--- src/design/rds_ram.sv ---
// Generic single-port RAM with registered read.
module rds_ram #(
    parameter int WIDTH = 8,
    parameter int DEPTH = 16
) (
    input  logic                     i_clk,
    input  logic                     i_we,
    input  logic [$clog2(DEPTH)-1:0] i_addr,
    input  logic [WIDTH-1:0]         i_wdata,
    output logic [WIDTH-1:0]         o_rdata
);
    logic [WIDTH-1:0] r_mem [DEPTH];

    always_ff @(posedge i_clk) begin
        if (i_we) begin
            r_mem[i_addr] <= i_wdata;
        end
        o_rdata <= r_mem[i_addr];
    end
endmodule

--- config.mk ---
export PLATFORM = sky130hd
export DESIGN_NAME = rds_ram
export DESIGN_NICKNAME = d
export VERILOG_FILES = /design/src/design/rds_ram.sv
export SDC_FILE = /design/constraint.sdc
export NUM_CORES = 1
export LEC_CHECK = 0
export BUFFER_PORTS_ARGS = -buffer_cell sky130_fd_sc_hd__buf_2
export CORE_MARGIN = 1
export CORE_UTILIZATION = 50
export DETAILED_ROUTE_END_ITERATION = 16
export PLACE_DENSITY = 0.75
export SYNTH_ARGS = -nofsm -noshare
export SYNTH_HDL_FRONTEND = slang
export SYNTH_SLANG_ARGS = --single-unit
--- constraint.sdc ---
create_clock -name i_clk -period 2.5 [get_ports i_clk]
set_clock_uncertainty 0.15 [all_clocks]
set_input_delay 0.375 -clock i_clk [delete_from_list [all_inputs] [get_ports i_clk]]
set_output_delay 0.375 -clock i_clk [all_outputs]
set_load 0.005 [all_outputs]
==> Flow_metrics.wiki <==
{| class="wikitable"
! Metric !! Value
|-
| Outcome || complete, no violations
|-
| Period minus WS final || 1.695 ns
|-
| Total number of H-tree levels || 4
|-
| Buffer levels on the longest clock path || 2
|-
| DR WL/cell || 22.29 µm
|-
| Post-CTS Repair Setup Buffers || 0
|-
| Via count || 2395
|-
| Estimated wirelength of the detail-placed design || 5849 µm
|-
| Worst hold endpoint || r_mem[9][7]
|-
| Worst EP required || 2.74 ns
|-
| I/O pin total || 22
|-
| Crit path max-delay cell type || mux4_2
|-
| RD Place Congestion || 0.7953
|-
| Number of setup violations in the final report || 0
|-
| Y dimension of the die || 102.7 µm
|-
| Number of stages on the worst hold path || 1
|-
| DRT antenna net count || 0
|-
| Peak supply drop || 0.0004683 V
|-
| Placeable core region || 9819 µm²
|-
| Top achievable clock speed || 0.5901 GHz
|-
| Pwr dens || 854.3 nW/µm²
|-
| Cell-by-cell trace of the critical path || buf_2, buf_4, mux4_2, a22oi_1, nand2_1
|-
| Mean Syn Cell Area || 22.03 µm²
|-
| Top Family by Delay on Critical Path || buffers and inverters
|-
| Residual DRC || 0
|-
| Area of the die || 10540 µm²
|-
| CP Class || primary input to flop
|-
| Router iterations before antenna repair || 4
|-
| Synthesis Warnings || 0
|-
| Hold Violations, Final || 0
|-
| Number of global-route vias before repair || 2565
|-
| Endpoint type of the worst setup path || flop
|-
| Number of buffers created by CTS || 17
|-
| Cell internal pwr || 4.071 mW
|-
| Number of DRC violations after detailed-routing iteration 0 || 174
|-
| Number of slew-limit violations in the final report || 0
|-
| Comb pwr share || 0.046
|-
| Worst path depth || 5
|-
| Leakage power of the design || 1.999 nW
|-
| Hold Buf Count CTS || 0
|-
| Buffer and inverter count on the worst path || 2
|-
| Worst-case register-to-register setup slack || 0.98 ns
|-
| Wire length of the first global-routing pass || 14620 µm
|-
| Die Span X || 102.7 µm
|-
| Aggregate routed wire length || 9518 µm
|-
| Overall fraction of global-route tracks in use || 0.2045
|-
| Count of antenna diodes in the layout || 0
|-
| Part of the total power dissipated in sequential elements || 0.497
|-
| Maximum fanout count along the critical path || 11
|-
| Launch point of the worst reg-to-reg path || r_mem[2][2]
|-
| Worst Max-Slew Pin Slew || 0.7973 ns
|-
| CTS tree || yes
|-
| Pin count of the biggest net entering global routing || 40
|-
| Synthesized Nets || 244
|-
| Register bit count reported by yosys || 136
|-
| Post-layout nets || 295
|-
| Post-CTS clock slew at the launch and capture registers of the worst setup and hold paths || 0.06 ns
|-
| Hold slack || 0.08800 ns
|-
| Root buffer cell || clkbuf_8
|-
| Post-cts resize count || 0
|-
| Kind of launch point of the worst setup path || primary input
|-
| Share of cells above drive strength 1 || 0.3639
|-
| Seq/Total Area, Yosys || 0.7901
|-
| Unrepaired setup endpoints after global routing || false
|-
| Post-Syn Area || 5067 µm²
|-
| Synth-to-Final Area Change || 19.11%
|-
| Cell count of the worst reg-to-reg path || 3
|-
| Antenna violations before repair || 0
|-
| Via-per-instance ratio || 5.609
|-
| Row count || 36
|-
| Arrival time of the worst setup path || 1.94 ns
|-
| Worst min-delay path startpoint || i_wdata[7]
|-
| Distinct cell type count after synthesis || 18
|-
| Setup TNS Final || 0 ns
|-
| Final period utilization || 0.6779
|-
| Worst Hold Class || primary input to flop
|-
| Latest clock arrival within the worst-skew pair || 0.51 ns
|-
| Initial Util || 0.5161
|-
| Clock network power share || 0.456
|-
| Synthesized instance count || 230
|-
| Sinks on the clock net || 136
|-
| Sw Ratio || 0.2105
|-
| Max-capacitance violation count || 0
|-
| Switch Pwr || 1.086 mW
|-
| Worst slew margin relative to its limit || 0.4673
|-
| Aggregate global routing overflow || 0
|-
| Capturing point of the worst reg2reg path || o_rdata[2]
|-
| Count of buffers from port buffering || 21
|-
| Delay of the slowest critical-path stage || 0.52 ns
|}
## registers in the layout, indices dropped and copies added (netlist names)
| register | flops |
|---|---|
| o_rdata | 8 |
| r_mem | 128 |
## worst max path at each step
stage	slack, ns	startpoint	to
floorplan	0.48	i_addr[2]	r_mem[0][0]
finish	0.81	i_addr[0]	o_rdata[2]
global placement	0.33	i_addr[0]	o_rdata[2]
global route	0.72	i_addr[0]	o_rdata[2]
CTS	0.79	i_addr[0]	o_rdata[2]
detailed placement	0.32	i_addr[0]	o_rdata[2]
## per-layer routing
layer | GRT usage | share of wire
met3 | 0.05627 | 0.064
met1 | 0.2623 | 0.40
met5 | 0 | 0
met4 | 0.08791 | 0.018
met2 | 0.3308 | 0.51
## cells by family after synthesis
logic type	count (synthesis)	synth area share
DFF	136	0.7901
and+or+nand+nor	35	0.03210
muxes	32	0.1422
AOI/OAI and AO/OA	16	0.02370
buffers and inverters	11	0.01185
## Yosys cell counts (all sizes together)
master / number / area (µm²)
nand3: 1 / 5.000
clkbuf: 3 / 12.51
nand2: 9 / 33.78
and2: 1 / 6.260
a22oi: 16 / 120.1
nor3: 4 / 20.02
nor2b: 2 / 12.51
dfxtp: 8 / 160.2
mux4: 32 / 720.7
or3b: 1 / 8.760
buf: 8 / 47.54
nor2: 13 / 48.80
edfxtp: 128 / 3844
nand3b: 2 / 15.01
nand2b: 2 / 12.51
## cell usage in the layout (no fill, tap or decap), types with 3 or more instances in the layout
cell,instances
edfxtp_1,128
buf_2,21
clkbuf_16,16
a22oi_1,16
clkinvlp_4,7
nand2_1,9
nor2_1,13
inv_6,3
nor3_1,4
buf_4,20
dfxtp_1,8
mux4_2,32
## cell type report
type,count,area (µm²)
Clock buffer,17,414.1
Multi-Input combinational cell,83,1003
Clock inverter,15,152.6
Tap cell,133,166.4
Timing Repair Buffer,43,295.3
Sequential cell,136,4004
Fill cell,717,3784
## metrics by stage
stage                     setup slack [ns]    util  cells  power (mW)  instance area (µm²)
final                               0.8053  0.6147    427       5.156                 6036
after global routing                0.7174  0.6147    427       5.311                 6036
after CTS                           0.7914  0.6147    427       5.182                 6036
after detailed placement            0.3187  0.5570    395       2.852                 5469
after global placement              0.3270  0.5570    395       2.841                 5469
after floorplan                     0.4820       -    230       2.740                 5067
## power groups by stage
stage,logic (mW),registers (mW),clock network (mW)
finish,0.238,2.56,2.35
global route,0.259,2.57,2.48
CTS,0.241,2.57,2.38
detailed placement,0.239,2.61,0
global placement,0.232,2.61,0
floorplan,0.131,2.61,0
Note: power is estimated with default switching activity, not from simulation.
